### src/hdl/irhd_pkg.sv
// Package for the IR hand dispenser controller: event codes, register
// indexes and fixed timing constants. No dependencies.
package irhd_pkg;

  typedef enum logic [2:0] {
    CMD_WAKE  = 3'd0,
    CMD_TICK1 = 3'd1,
    CMD_TICK10 = 3'd2,
    CMD_FALL  = 3'd3,
    CMD_RISE  = 3'd4,
    CMD_BRAKE = 3'd5
  } cmd_t;

  typedef enum logic [2:0] {
    REG_LOW_VOLT  = 3'd0,
    REG_DUAL_DOSE = 3'd1,
    REG_RUN_TMO   = 3'd2,
    REG_BRAKE_MIN = 3'd3,
    REG_HAND_LIM  = 3'd4
  } reg_idx_t;

  localparam logic [9:0] LOW_VOLT_RST  = 10'd530;
  localparam logic [9:0] RUN_TMO_RST   = 10'd400;
  localparam logic [9:0] BRAKE_MIN_RST = 10'd40;
  localparam logic [7:0] HAND_LIM_RST  = 8'd5;
  localparam logic [6:0] KICK_PERIOD   = 7'd100;
  localparam logic [7:0] EMIT_LOOP     = 8'd203;
  localparam logic [7:0] EMIT_END      = 8'd13;
  localparam logic [6:0] QUIET_STOP    = 7'd60;
  localparam logic [6:0] QUIET_DONE    = 7'd80;
  localparam logic [4:0] BLINK_PERIOD  = 5'd25;
  localparam logic [9:0] STOP_TICKS    = 10'd30;
  localparam logic [9:0] HOLD_TICKS    = 10'd100;

endpackage

### src/hdl/ir_hand_dispenser_controller_unit.sv
// IR hand dispenser controller, top level: event decode, state update and
// registered result. Depends on irhd_pkg.
//
// One event is accepted per clock while the skid slot is empty, and its result (the
// outputs after the event) is registered in the output register, or in the skid slot
// while the output is held; a single skid stage lets a new event enter while a result
// still waits. The result comes from the combinational state update of the state registers.
module ir_hand_dispenser_controller_unit (
  input  logic        clk,
  input  logic        rst_n,
  input  logic        in_tvalid,
  output logic        in_tready,
  input  logic [15:0] in_tdata,   // [2:0] cmd, [12:3] battery_level
  output logic        out_tvalid,
  input  logic        out_tready,
  output logic [15:0] out_tdata,  // asleep, carrier_enable, receiver_on, motor_on,
                                  // brake_drive, green_lamp, yellow_lamp,
                                  // watchdog_kick, low_voltage, hand_held
  input  logic        cfg_we,
  input  logic [2:0]  cfg_index,
  input  logic [9:0]  cfg_data
);

  // configuration
  logic [9:0] lvt_r, tmo_r, bmin_r;
  logic       dual_r;
  logic [7:0] hlim_r;

  always_ff @(posedge clk) begin
    if (!rst_n) begin
      lvt_r  <= irhd_pkg::LOW_VOLT_RST;
      dual_r <= 1'b0;
      tmo_r  <= irhd_pkg::RUN_TMO_RST;
      bmin_r <= irhd_pkg::BRAKE_MIN_RST;
      hlim_r <= irhd_pkg::HAND_LIM_RST;
    end else if (cfg_we) begin
      case (cfg_index)
        irhd_pkg::REG_LOW_VOLT:  lvt_r  <= cfg_data;
        irhd_pkg::REG_DUAL_DOSE: dual_r <= cfg_data[0];
        irhd_pkg::REG_RUN_TMO:   tmo_r  <= cfg_data;
        irhd_pkg::REG_BRAKE_MIN: bmin_r <= cfg_data;
        irhd_pkg::REG_HAND_LIM:  hlim_r <= cfg_data[7:0];
        default: ;
      endcase
    end
  end

  // state
  logic sreq_r, emit_r, car_r, rcv_r, edge_r, slow_r, run_r, brk_r, hand_r;
  logic bl_r, stop_r, pt_r, gon_r, yon_r;
  logic [7:0] ems_r, pms_r, hp_r, hpk_r;
  logic [9:0] st_r;
  logic [6:0] qt_r, yb_r, kc_r;
  logic [4:0] gb_r, hb_r;
  logic [1:0] dc_r, dw_r;

  logic sreq_nxt, emit_nxt, car_nxt, rcv_nxt, edge_nxt, slow_nxt, run_nxt, brk_nxt;
  logic hand_nxt, bl_nxt, stop_nxt, pt_nxt, gon_nxt, yon_nxt, kick;
  logic [7:0] ems_nxt, pms_nxt, hp_nxt, hpk_nxt;
  logic [9:0] st_nxt;
  logic [6:0] qt_nxt, yb_nxt, kc_nxt;
  logic [4:0] gb_nxt, hb_nxt;
  logic [1:0] dc_nxt, dw_nxt;

  // output stage with one skid slot
  logic        o_vld_r, s_vld_r;
  logic [9:0]  o_dat_r, s_dat_r;
  logic        xfer;
  logic [9:0]  res;

  assign in_tready = !s_vld_r;
  assign xfer      = in_tvalid && in_tready;

  logic [2:0] cmd;
  logic [9:0] batt;
  logic       slept, wake;
  assign cmd  = in_tdata[2:0];
  assign batt = in_tdata[12:3];
  assign slept = sreq_r && !run_r && !brk_r && !hand_r && !bl_r;

  // event handling
  always_comb begin
    sreq_nxt = sreq_r; emit_nxt = emit_r; car_nxt = car_r; rcv_nxt = rcv_r;
    edge_nxt = edge_r; slow_nxt = slow_r; run_nxt = run_r; brk_nxt = brk_r;
    hand_nxt = hand_r; bl_nxt = bl_r; stop_nxt = stop_r; pt_nxt = pt_r;
    gon_nxt = gon_r; yon_nxt = yon_r; ems_nxt = ems_r; pms_nxt = pms_r;
    hp_nxt = hp_r; hpk_nxt = hpk_r; st_nxt = st_r; qt_nxt = qt_r;
    yb_nxt = yb_r; kc_nxt = kc_r; gb_nxt = gb_r; hb_nxt = hb_r;
    dc_nxt = dc_r; dw_nxt = dw_r;
    kick = 1'b0;
    wake = 1'b0;
    case (cmd)
      irhd_pkg::CMD_WAKE: wake = slept;
      irhd_pkg::CMD_TICK1: begin
        if (!slept) begin
          kc_nxt = kc_r + 7'd1;
          if (kc_nxt == irhd_pkg::KICK_PERIOD) begin
            kc_nxt = '0;
            kick = 1'b1;
          end
          if (emit_r) begin
            ems_nxt = ems_r + 8'd1;
            if (ems_nxt == 8'd4) rcv_nxt = 1'b1;
            if (ems_nxt == 8'd5) edge_nxt = 1'b1;
            if (ems_nxt == 8'd6) car_nxt = 1'b1;
            if (ems_nxt == 8'd11) car_nxt = 1'b0;
            if (ems_nxt == 8'd12) edge_nxt = 1'b0;
            if (ems_nxt == irhd_pkg::EMIT_END && !run_r && !brk_r) begin
              ems_nxt = '0;
              gb_nxt = gb_r + 5'd1;
              if (dual_r && dc_r == 2'd1) begin
                dw_nxt = dw_r + 2'd1;
                if (dw_nxt == 2'd2) begin
                  dw_nxt = '0;
                  dc_nxt = '0;
                end
              end
              rcv_nxt = 1'b0;
              sreq_nxt = 1'b1;
              slow_nxt = 1'b0;
            end
            if (ems_nxt == irhd_pkg::EMIT_LOOP && !run_r && brk_r) ems_nxt = 8'd3;
          end
          if (!run_r && !brk_r && !hand_r && !bl_r) begin
            if (gb_nxt == 5'd3) gon_nxt = 1'b0;
            if (gb_nxt == irhd_pkg::BLINK_PERIOD) begin
              gb_nxt = '0;
              gon_nxt = 1'b1;
            end
          end
          if (bl_r && run_r && !brk_r) begin
            yb_nxt = yb_r + 7'd1;
            if (yb_nxt == irhd_pkg::KICK_PERIOD) begin
              yb_nxt = '0;
              yon_nxt = !yon_r;
            end
          end
          if (pt_r && pms_r != 8'hFF) pms_nxt = pms_r + 8'd1;
        end
      end
      irhd_pkg::CMD_TICK10: begin
        if (!slept && slow_r) begin
          if (run_r && !brk_r) begin
            st_nxt = st_r + 10'd1;
            if (st_nxt >= tmo_r) begin
              run_nxt = 1'b0; brk_nxt = 1'b1;
              if (bl_r) begin
                yon_nxt = 1'b0; bl_nxt = 1'b0;
              end
              stop_nxt = 1'b1; st_nxt = '0; slow_nxt = 1'b1;
              emit_nxt = 1'b1; car_nxt = 1'b0; ems_nxt = '0; rcv_nxt = 1'b1;
            end
          end
          if (brk_nxt && !run_nxt) begin
            if (!hand_r) begin
              st_nxt = st_nxt + 10'd1;
              if (st_nxt == irhd_pkg::STOP_TICKS) begin
                stop_nxt = 1'b0;
                if (dual_r) begin
                  if (dc_r == 2'd1) begin
                    brk_nxt = 1'b0; gb_nxt = '0; gon_nxt = 1'b1; slow_nxt = 1'b0;
                    sreq_nxt = 1'b1; st_nxt = '0; dw_nxt = '0;
                  end
                  if (dc_r == 2'd2) dc_nxt = '0;
                end
              end
              if (st_nxt == irhd_pkg::HOLD_TICKS) begin
                st_nxt = '0;
                if (hp_r < hlim_r) begin
                  hp_nxt = '0;
                  brk_nxt = 1'b0; gb_nxt = '0; gon_nxt = 1'b1; slow_nxt = 1'b0;
                  sreq_nxt = 1'b1;
                end else begin
                  hand_nxt = 1'b1; yon_nxt = 1'b1; hb_nxt = '0;
                end
              end
            end else begin
              hb_nxt = hb_r + 5'd1;
              if (hb_nxt == irhd_pkg::BLINK_PERIOD) begin
                hb_nxt = '0;
                yon_nxt = !yon_r;
              end
              if (hpk_r < hp_r) begin
                hpk_nxt = hp_r;
                qt_nxt = '0;
              end else begin
                qt_nxt = qt_r + 7'd1;
                if (qt_nxt >= irhd_pkg::QUIET_STOP) begin
                  emit_nxt = 1'b0; car_nxt = 1'b0;
                end
                if (qt_nxt >= irhd_pkg::QUIET_DONE) begin
                  qt_nxt = '0; hpk_nxt = '0; hp_nxt = '0; hand_nxt = 1'b0;
                  yon_nxt = 1'b0;
                  brk_nxt = 1'b0; gb_nxt = '0; gon_nxt = 1'b1; slow_nxt = 1'b0;
                  sreq_nxt = 1'b1;
                end
              end
            end
          end
        end
      end
      irhd_pkg::CMD_FALL: begin
        if (edge_r) begin
          sreq_nxt = 1'b0; pt_nxt = 1'b1; pms_nxt = '0;
          wake = slept;
        end
      end
      irhd_pkg::CMD_RISE: begin
        if (edge_r) begin
          sreq_nxt = 1'b0; pt_nxt = 1'b0;
          if (!brk_r && !run_r && pms_r == 8'd5) begin
            gon_nxt = 1'b0; emit_nxt = 1'b0; car_nxt = 1'b0; rcv_nxt = 1'b0;
            if (dual_r) dc_nxt = dc_r + 2'd1;
            if (batt < lvt_r) begin
              bl_nxt = 1'b1; yon_nxt = 1'b1; yb_nxt = '0;
            end
            run_nxt = 1'b1; stop_nxt = 1'b0; slow_nxt = 1'b1;
          end
          if (brk_r && !run_r && pms_r > 8'd4 && pms_r <= 8'd8 && hp_r != 8'hFF)
            hp_nxt = hp_r + 8'd1;
          pms_nxt = '0;
          wake = slept;
        end
      end
      irhd_pkg::CMD_BRAKE: begin
        if (run_r && !brk_r && st_r > bmin_r) begin
          run_nxt = 1'b0; brk_nxt = 1'b1;
          if (bl_r) begin
            yon_nxt = 1'b0; bl_nxt = 1'b0;
          end
          stop_nxt = 1'b1; st_nxt = '0; slow_nxt = 1'b1;
          if (!dual_r || dc_r == 2'd2) begin
            emit_nxt = 1'b1; car_nxt = 1'b0; ems_nxt = '0; rcv_nxt = 1'b1;
          end
        end
        wake = slept;
      end
      default: ;
    endcase
    if (wake) begin
      sreq_nxt = 1'b0; emit_nxt = 1'b1; car_nxt = 1'b0; ems_nxt = '0;
    end
  end

  assign res = {hand_nxt, bl_nxt, kick, yon_nxt, gon_nxt, stop_nxt, run_nxt, rcv_nxt,
                car_nxt,
                sreq_nxt && !run_nxt && !brk_nxt && !hand_nxt && !bl_nxt};

  // state registers
  always_ff @(posedge clk) begin
    if (!rst_n) begin
      sreq_r <= 1'b1; emit_r <= 1'b0; car_r <= 1'b0; rcv_r <= 1'b0; edge_r <= 1'b0;
      slow_r <= 1'b0; run_r <= 1'b0; brk_r <= 1'b0; hand_r <= 1'b0; bl_r <= 1'b0;
      stop_r <= 1'b0; pt_r <= 1'b0; gon_r <= 1'b1; yon_r <= 1'b0;
      ems_r <= '0; pms_r <= '0; hp_r <= '0; hpk_r <= '0; st_r <= '0; qt_r <= '0;
      yb_r <= '0; kc_r <= '0; gb_r <= '0; hb_r <= '0; dc_r <= '0; dw_r <= '0;
    end else if (xfer) begin
      sreq_r <= sreq_nxt; emit_r <= emit_nxt; car_r <= car_nxt; rcv_r <= rcv_nxt;
      edge_r <= edge_nxt; slow_r <= slow_nxt; run_r <= run_nxt; brk_r <= brk_nxt;
      hand_r <= hand_nxt; bl_r <= bl_nxt; stop_r <= stop_nxt; pt_r <= pt_nxt;
      gon_r <= gon_nxt; yon_r <= yon_nxt; ems_r <= ems_nxt; pms_r <= pms_nxt;
      hp_r <= hp_nxt; hpk_r <= hpk_nxt; st_r <= st_nxt; qt_r <= qt_nxt;
      yb_r <= yb_nxt; kc_r <= kc_nxt; gb_r <= gb_nxt; hb_r <= hb_nxt;
      dc_r <= dc_nxt; dw_r <= dw_nxt;
    end
  end

  // result register plus skid slot
  always_ff @(posedge clk) begin
    if (!rst_n) begin
      o_vld_r <= 1'b0;
      s_vld_r <= 1'b0;
    end else begin
      if (!o_vld_r || out_tready) begin
        if (s_vld_r) begin
          o_vld_r <= 1'b1;
          o_dat_r <= s_dat_r;
          s_vld_r <= 1'b0;
        end else begin
          o_vld_r <= xfer;
          o_dat_r <= res;
        end
      end else if (xfer) begin
        s_vld_r <= 1'b1;
        s_dat_r <= res;
      end
    end
  end

  assign out_tvalid = o_vld_r;
  assign out_tdata  = {6'd0, o_dat_r};

endmodule

### config.mk
export PLATFORM = sky130hd
export DESIGN_NAME = ir_hand_dispenser_controller_unit
export DESIGN_NICKNAME = d
export VERILOG_FILES = /design/src/hdl/irhd_pkg.sv /design/src/hdl/ir_hand_dispenser_controller_unit.sv
export SDC_FILE = /design/constraint.sdc
export NUM_CORES = 1
export LEC_CHECK = 0
export BUFFER_PORTS_ARGS = -buffer_cell sky130_fd_sc_hd__buf_2
export CAP_MARGIN = 25
export CORE_MARGIN = 2
export CORE_UTILIZATION = 40
export CTS_CLUSTER_SIZE = 20
export DETAILED_ROUTE_END_ITERATION = 10
export SYNTH_ARGS = -nofsm -noshare
export SYNTH_HDL_FRONTEND = slang
export SYNTH_SLANG_ARGS = --single-unit
### constraint.sdc
create_clock -name clk -period 5.6 [get_ports clk]
set_clock_uncertainty 0.2 [all_clocks]
set_input_delay 0.56 -clock clk [delete_from_list [all_inputs] [get_ports clk]]
set_output_delay 0.56 -clock clk [all_outputs]
set_load 0.005 [all_outputs]
# Word-level counts from Yosys, hierarchy flattened
# Cells that the tools add are included.
totals:
  out_inout_bits: 18
  memories: 0
  ff_bits: 152
  latch_bits: 0
  ramBits: 0
  mem_bits_ro: 0
  in_bits: 34
  elab_cells: 491
op_classes:
  add_sub_neg: 12
  magnitude_cmp: 9
  eq_ne: 65
  reduce_logical: 86
  div_mod_pow: 0
  shifts: 0
  n_mux: 281
  bitwise_logic: 3
  mul: 0
ops:
  columns: ["operator", "n"]
  rows:
  - ["8-bit two-way mux", 26]
  - ["10-bit two-way mux", 17]
  - ["1-bit two-way mux", 162]
  - ["5-bit two-way mux", 21]
  - ["7-bit two-way mux", 9]
  - ["2-bit two-way mux", 25]
  - ["2-bit inequality test (second input constant)", 22]
  - ["3-bit inequality test (second input constant)", 13]
  - ["8-bit by 3-bit == test with 1-bit output (second input constant)", 4]
  - ["8-bit one-hot mux with 2 select lines", 2]
  - ["1-bit logical AND", 29]
  - ["8-bit by 1-bit adder with 8-bit output (second input constant)", 3]
  - ["8-bit by 4-bit == test with 1-bit output (second input constant)", 3]
  - ["8-bit one-hot mux with 3 select lines", 1]
  - ["7-bit by 1-bit adder with 7-bit output (second input constant)", 3]
  - ["7-bit AND reduction", 3]
  - ["10-bit by 1-bit adder with 10-bit output (second input constant)", 2]
  - ["10-bit one-hot mux with 2 select lines", 1]
  - ["1-bit one-hot mux with 3 select lines", 6]
  - ["9-bit AND reduction", 2]
  - ["2-bit nonzero test", 9]
  - ["8-bit less-than comparator", 2]
  - ["8-bit inequality test (second input constant)", 2]
  - ["1-bit one-hot mux with 4 select lines", 4]
  - ["other kinds (41)", 85]

# Depth between registers and ports, before layout
logic_depth:
  ltp_word: 29
  depth_mapped: 21
  ltp_nobuf: 20

# Least setup slack after synthesis
# Ideal clock, no wire load.
synth_path:
  path_type: "register to register"
  start: "register st_r[0]"
  end: "register o_dat_r[0], data pin"
  n_path_buf: 0
  required_time_ns: 5.220
  t_arrival_ns: 4.191
  period_less_slack_ns: 4.570
  stages_incl_launch_ff: 21
  setup_slack_ns: 1.030
  setup_ns: 0.180
  path_cell_list: "dfxtp_1 > ha_1 > nand3_1 > nor3_1 > xor2_1 > ha_1 > o21ai_0 > nor2_1 > a211o_1 > nor2_1 > nand2_1 > o21ai_0 > ha_1 > inv_1 > a211oi_2 > nand3_1 > a21oi_1 > and3b_4 > o21a_1 > nand3_1 > o41ai_2"
synth_via:
  elab_chain_cells: 26
  elab_cells_between_ends: 70
  cone_classes: "2 x add/sub; 2 x order compare; 2 x eq/ne; 53 x mux; 11 x reduce/logical"
synth_lines:
  columns: ["item", "line_no", "source"]
  rows:
  - ["start, declared", "ir_hand_dispenser_controller_unit.sv:52", "logic [9:0] st_r;"]
  - ["start signal, assigned", "ir_hand_dispenser_controller_unit.sv:262", "hp_r <= hp_nxt; hpk_r <= hpk_nxt; st_r <= st_nxt; qt_r <= qt_nxt;"]
  - ["branches (longest 24 deep; another with 10-bit by 1-bit adder with 10-bit output)", null, null]
  - ["1-bit logical AND *", "ir_hand_dispenser_controller_unit.sv:247", "sreq_nxt && !run_nxt && !brk_nxt && !hand_nxt && !bl_nxt};"]
  - ["10-bit two-way mux *", "ir_hand_dispenser_controller_unit.sv:275", "if (s_vld_r) begin"]
  - ["end signal, assigned", "ir_hand_dispenser_controller_unit.sv:277", "o_dat_r <= s_dat_r;"]
  - ["end signal, assigned", "ir_hand_dispenser_controller_unit.sv:281", "o_dat_r <= res;"]
  - ["end, declared", "ir_hand_dispenser_controller_unit.sv:67", "logic [9:0] o_dat_r, s_dat_r;"]
# Every way passes the cells marked *. The select of a mux whose other input is x is not followed.
# A chain may end at the register's enable or synchronous reset.

# Final worst setup path
layout_path:
  start: "register st_r[0]"
  end: "register o_dat_r[5], data pin"
layout_via:
  elab_chain_cells: 21
  elab_cells_between_ends: 34
  cone_classes: "2 x add/sub; 1 x order compare; 2 x eq/ne; 27 x mux; 2 x reduce/logical"
layout_lines:
  columns: ["item", "line_no", "source"]
  rows:
  - ["branches (longest 17 deep; another with 10-bit by 1-bit adder with 10-bit output)", null, null]
  - ["1-bit two-way mux *", "ir_hand_dispenser_controller_unit.sv:154", "if (brk_nxt && !run_nxt) begin"]
  - ["1-bit two-way mux *", "ir_hand_dispenser_controller_unit.sv:142", "if (!slept && slow_r) begin"]
  - ["1-bit one-hot mux with 3 select lines *", "ir_hand_dispenser_controller_unit.sv:92", "case (cmd)"]
  - ["10-bit two-way mux *", "ir_hand_dispenser_controller_unit.sv:275", null]
# Marks and branches as above.

==> key figures <==
Power and ir drop
  – Leakage power: approximately 4 nW
  – Flop pwr share: 46.8%
  – Sw Share: roughly a quarter
  – Power per cell area: 227 nW/um^2
  – Clock Power Share: a little under half
  – Internal power: 1.80 mW
  – Worst VDD drop: around 0.14 mV
  – Net Switching: between 600 and 700 uW
  – Pwr Total: 2.43 mW
  – Combinational cell fraction of total power: between 7 and 8%

Final layout
  – Finished Cell Area: between 10000 and 15000 sq um
  – Fill cells: roughly 2400
  – Final nets: approximately 1400
  – Area Overhead vs Synth: 10.3%
  – Final Util: 45.3%
  – Antenna Cells: 0
  – Share of post-route cells with drive strength above 1: under 10%

Route
  – Routed Antenna Nets: 0
  – Total Wirelength: about 26000 microns
  – Drt initial violations: around 680
  – WL/cell: ~16 microns
  – Drt pass-1 iters: 5
  – DRC Markers: 0
  – Via/cell ratio: approximately 5.5
  – Via Count: between 8000 and 9000

CTS
  – H-tree depth: 4
  – CTS tree: yes
  – CTS root buf: clkbuf_16
  – Total CTS buffers: 17
  – Hold bufs inserted after CTS: 0
  – Clock slew at reported path FFs: ~0.07 ns
  – CTS Buffer Depth: 2
  – Worst skew pair latency: between 0.4 and 0.5 ns
  – Clock sinks: ~150

Timing
  – Final Cycle Share: 92.1%
  – Hold Slack: 0.192 ns
  – Setup Viol. Count Final: 0
  – Worst-margin pin slew: about 0.9 ns
  – Min cycle time layout: about 5.2 ns
  – Slew Limit Fails: 0
  – Relative slew slack: between 30% and 40%
  – Fin Setup TNS: 0 ns
  – Max Clk Rate: between 0.15 and 0.2 GHz
  – RSZ-0062 raised after global routing: no
  – Fin. Hold Viols: 0

Logic synthesis
  – Post-Syn Area: slightly below 10000 sq um
  – Async set-reset flop share out of synthesis: 0%
  – Yosys warning total: 0
  – Seq/Total Area, Yosys: 33.4%
  – Number of synthesized flops with an enable pin: 20
  – Register bit total from synthesis: ~150
  – Mapped Avg Cell Area: around 8 sq um
  – Top FF cell, synth: dfxtp_1
  – Unique cell type count in the Yosys netlist: 84
  – Syn Inst Count: 1240

Global routing
  – First-pass GRT wire length: between 40000 and 50000 microns
  – Total gr overflow: 0
  – Largest net degree at the start of global routing: 52
  – Initial antenna violation count: 0
  – Vias in the first global route: 8051
  – Tot GR Track Use: around a fifth

Die
  – # rows: 56
  – Die Span Y: around 160 microns
  – DIE AREA: 25500 sq um
  – Starting density of the core: between 40% and 50%
  – Boundary Pins: 52
  – Core outline area: roughly 24000 sq um
  – Die X: 160 microns

Critical path
  – CP Cell Sequence: ha_1, nand3_1, nor3_1, xor2_1, ha_1, o21ai_0, nor2_1, a211o_1, nor2_2, nand2_1, o21ai_0, ha_1, inv_1, a211o_1, nand4b_1, a21oi_1, and3b_4, or2_1, a221oi_2, o31ai_1
  – Crit end category: flip-flop
  – Crit start category: flip-flop
  – Crit-path max FO: 7
  – Arrival time worst endpoint: around 5.1 ns
  – Worst path required time: 5.58 ns
  – Largest stage delay on the critical path: ~0.48 ns
  – Most frequent CP cell: ha_1
  – Kind of critical path: reg -> reg
  – Slowest-stage cell, CP: dfxtp_1
  – Worst reg2reg path depth: 20

Hold path
  – Hold Path Cell Cnt: 3
  – HP Class: in -> reg

Placed design
  – Placed Area: 10200 sq um
  – Hpwl dp: 18700 microns
  – Routability Congestion: 0.902
  – IO Port Bufs: 42

Flow run
  – Max Cap Viol: 0

Status
  – Status: finished clean
## worst max-delay path: cells and delay by family, from the launching register on
family,cells,cell delay [ns]
DFF,1,0.48
AOI/OAI and AO/OA,7,1.63
and+or+nand+nor,8,1.50
xor gates and xnor gates,1,0.22
buffers and inverters,1,0.07
adders and majority gates,3,0.80
## worst paths after layout
| path | endpoint | slack, ns | startpoint |
|---|---|---|---|
| setup reg to reg | o_dat_r[5] | 0.44 | st_r[0] |
| setup / recovery | o_dat_r[5] | 0.44 | st_r[0] |
| hold / removal | s_vld_r | 0.19 | in_tvalid |
| hold reg to reg | dw_r[1] | 0.25 | dw_r[1] |
## cells in the mapped netlist (12+ instances only)
| master | instances | share of area, % |
|---|---|---|
| a21o_1 | 18 | 1.4 |
| a21oi_1 | 109 | 5.6 |
| a31oi_1 | 14 | 0.90 |
| and3_1 | 16 | 1.0 |
| buf_1 | 13 | 0.50 |
| clkbuf_1 | 38 | 1.5 |
| dfxtp_1 | 132 | 27 |
| edfxtp_1 | 20 | 6.2 |
| ha_1 | 62 | 8.0 |
| inv_1 | 64 | 2.5 |
| nand2_1 | 181 | 7.0 |
| nand2b_1 | 25 | 1.6 |
| nand3_1 | 50 | 2.6 |
| nand4_1 | 18 | 1.2 |
| nor2_1 | 110 | 4.3 |
| nor2b_1 | 21 | 1.4 |
| nor3_1 | 27 | 1.4 |
| o211ai_1 | 19 | 1.5 |
| o21ai_0 | 51 | 2.6 |
| or3_1 | 12 | 0.77 |
| xnor2_1 | 20 | 1.8 |
| xor2_1 | 21 | 1.9 |
## registers in the layout (all words and copies together) (netlist names), 2 cells and up
| signal | count |
|---|---|
| hlim_r | 8 |
| pms_r | 8 |
| qt_r | 7 |
| o_dat_r | 10 |
| st_r | 10 |
| hb_r | 5 |
| yb_r | 7 |
| ems_r | 8 |
| kc_r | 7 |
| hpk_r | 8 |
| s_dat_r | 10 |
| dc_r | 2 |
| bmin_r | 10 |
| tmo_r | 10 |
| gb_r | 5 |
| hp_r | 8 |
| lvt_r | 10 |
| dw_r | 2 |
## cell type report
cell class                      count  area [sq um]  share of cell area (%)
Timing Repair Buffer               54           300                    2.81
Clock inverter                     10          97.6                   0.912
Clock buffer                       21           444                    4.15
Tap cell                          319           399                    3.73
Multi-Input combinational cell    966          5970                    55.8
Inverter                           65           244                    2.28
Sequential cell                   152          3240                    30.3
## per-stage QoR
step / setup slack (ns) / std cells
after floorplan: 1.03 / 1245
after global placement: 0.417 / 1556
after detailed placement: 0.357 / 1556
after CTS: 0.352 / 1587
after global routing: 0.0322 / 1587
final: 0.445 / 1587
## power by group through the flow
stage,logic [mW],clock network (mW),registers [mW]
floorplan,0.127,0,1.15
global placement,0.186,0,1.16
detailed placement,0.188,0,1.16
CTS,0.189,1.12,1.14
global route,0.211,1.17,1.14
finish,0.189,1.10,1.14
## per-layer routing
metal,part of all wire [%],up-vias,routed length (microns),GRT usage (%)
met5,0,-,0,0
met4,1.1,0,295,4.92
met3,5.4,31,1400,4.42
met2,44,192,11400,31.6
met1,49,4113,12600,28.3
li1,-,4447,-,-
## logic make-up (layout without fill, tap and decap cells)
kind of cell               Yosys count  after routing  share of synthesized area [%]
AOI/OAI and AO/OA                  327            327                           22.5
xor gates and xnor gates            41             41                           3.70
adders and majority gates           62             62                           8.00
buffers and inverters              127            150                           5.21
DFF                                152            152                           33.4
muxes                               13             13                           1.42
other                                1              6                         0.0387
and+or+nand+nor                    517            517                           25.7
## layout by cell type (no fill, tap or decap), types with 11 or more instances in the layout
cell / n
nor2_1: 109
nand4_1: 18
nor2b_1: 21
a21oi_1: 109
or3_1: 12
ha_1: 62
nand3_1: 50
a21o_1: 18
a31oi_1: 14
nand2b_1: 25
inv_1: 63
edfxtp_1: 20
nand2_1: 181
buf_2: 42
clkbuf_16: 17
xnor2_1: 20
nor3_1: 27
a22o_1: 11
o21a_1: 11
dfxtp_1: 132
xor2_1: 21
a211oi_1: 11
o211ai_1: 19
o21ai_0: 51
buf_4: 12
and3_1: 16
## timing repair
action	4_1_cts	5_1_grt
gates resized for setup	0	1
setup endpoints to repair	0	5
buffers inserted	0	0
Note: power is estimated with default switching activity, not from simulation.
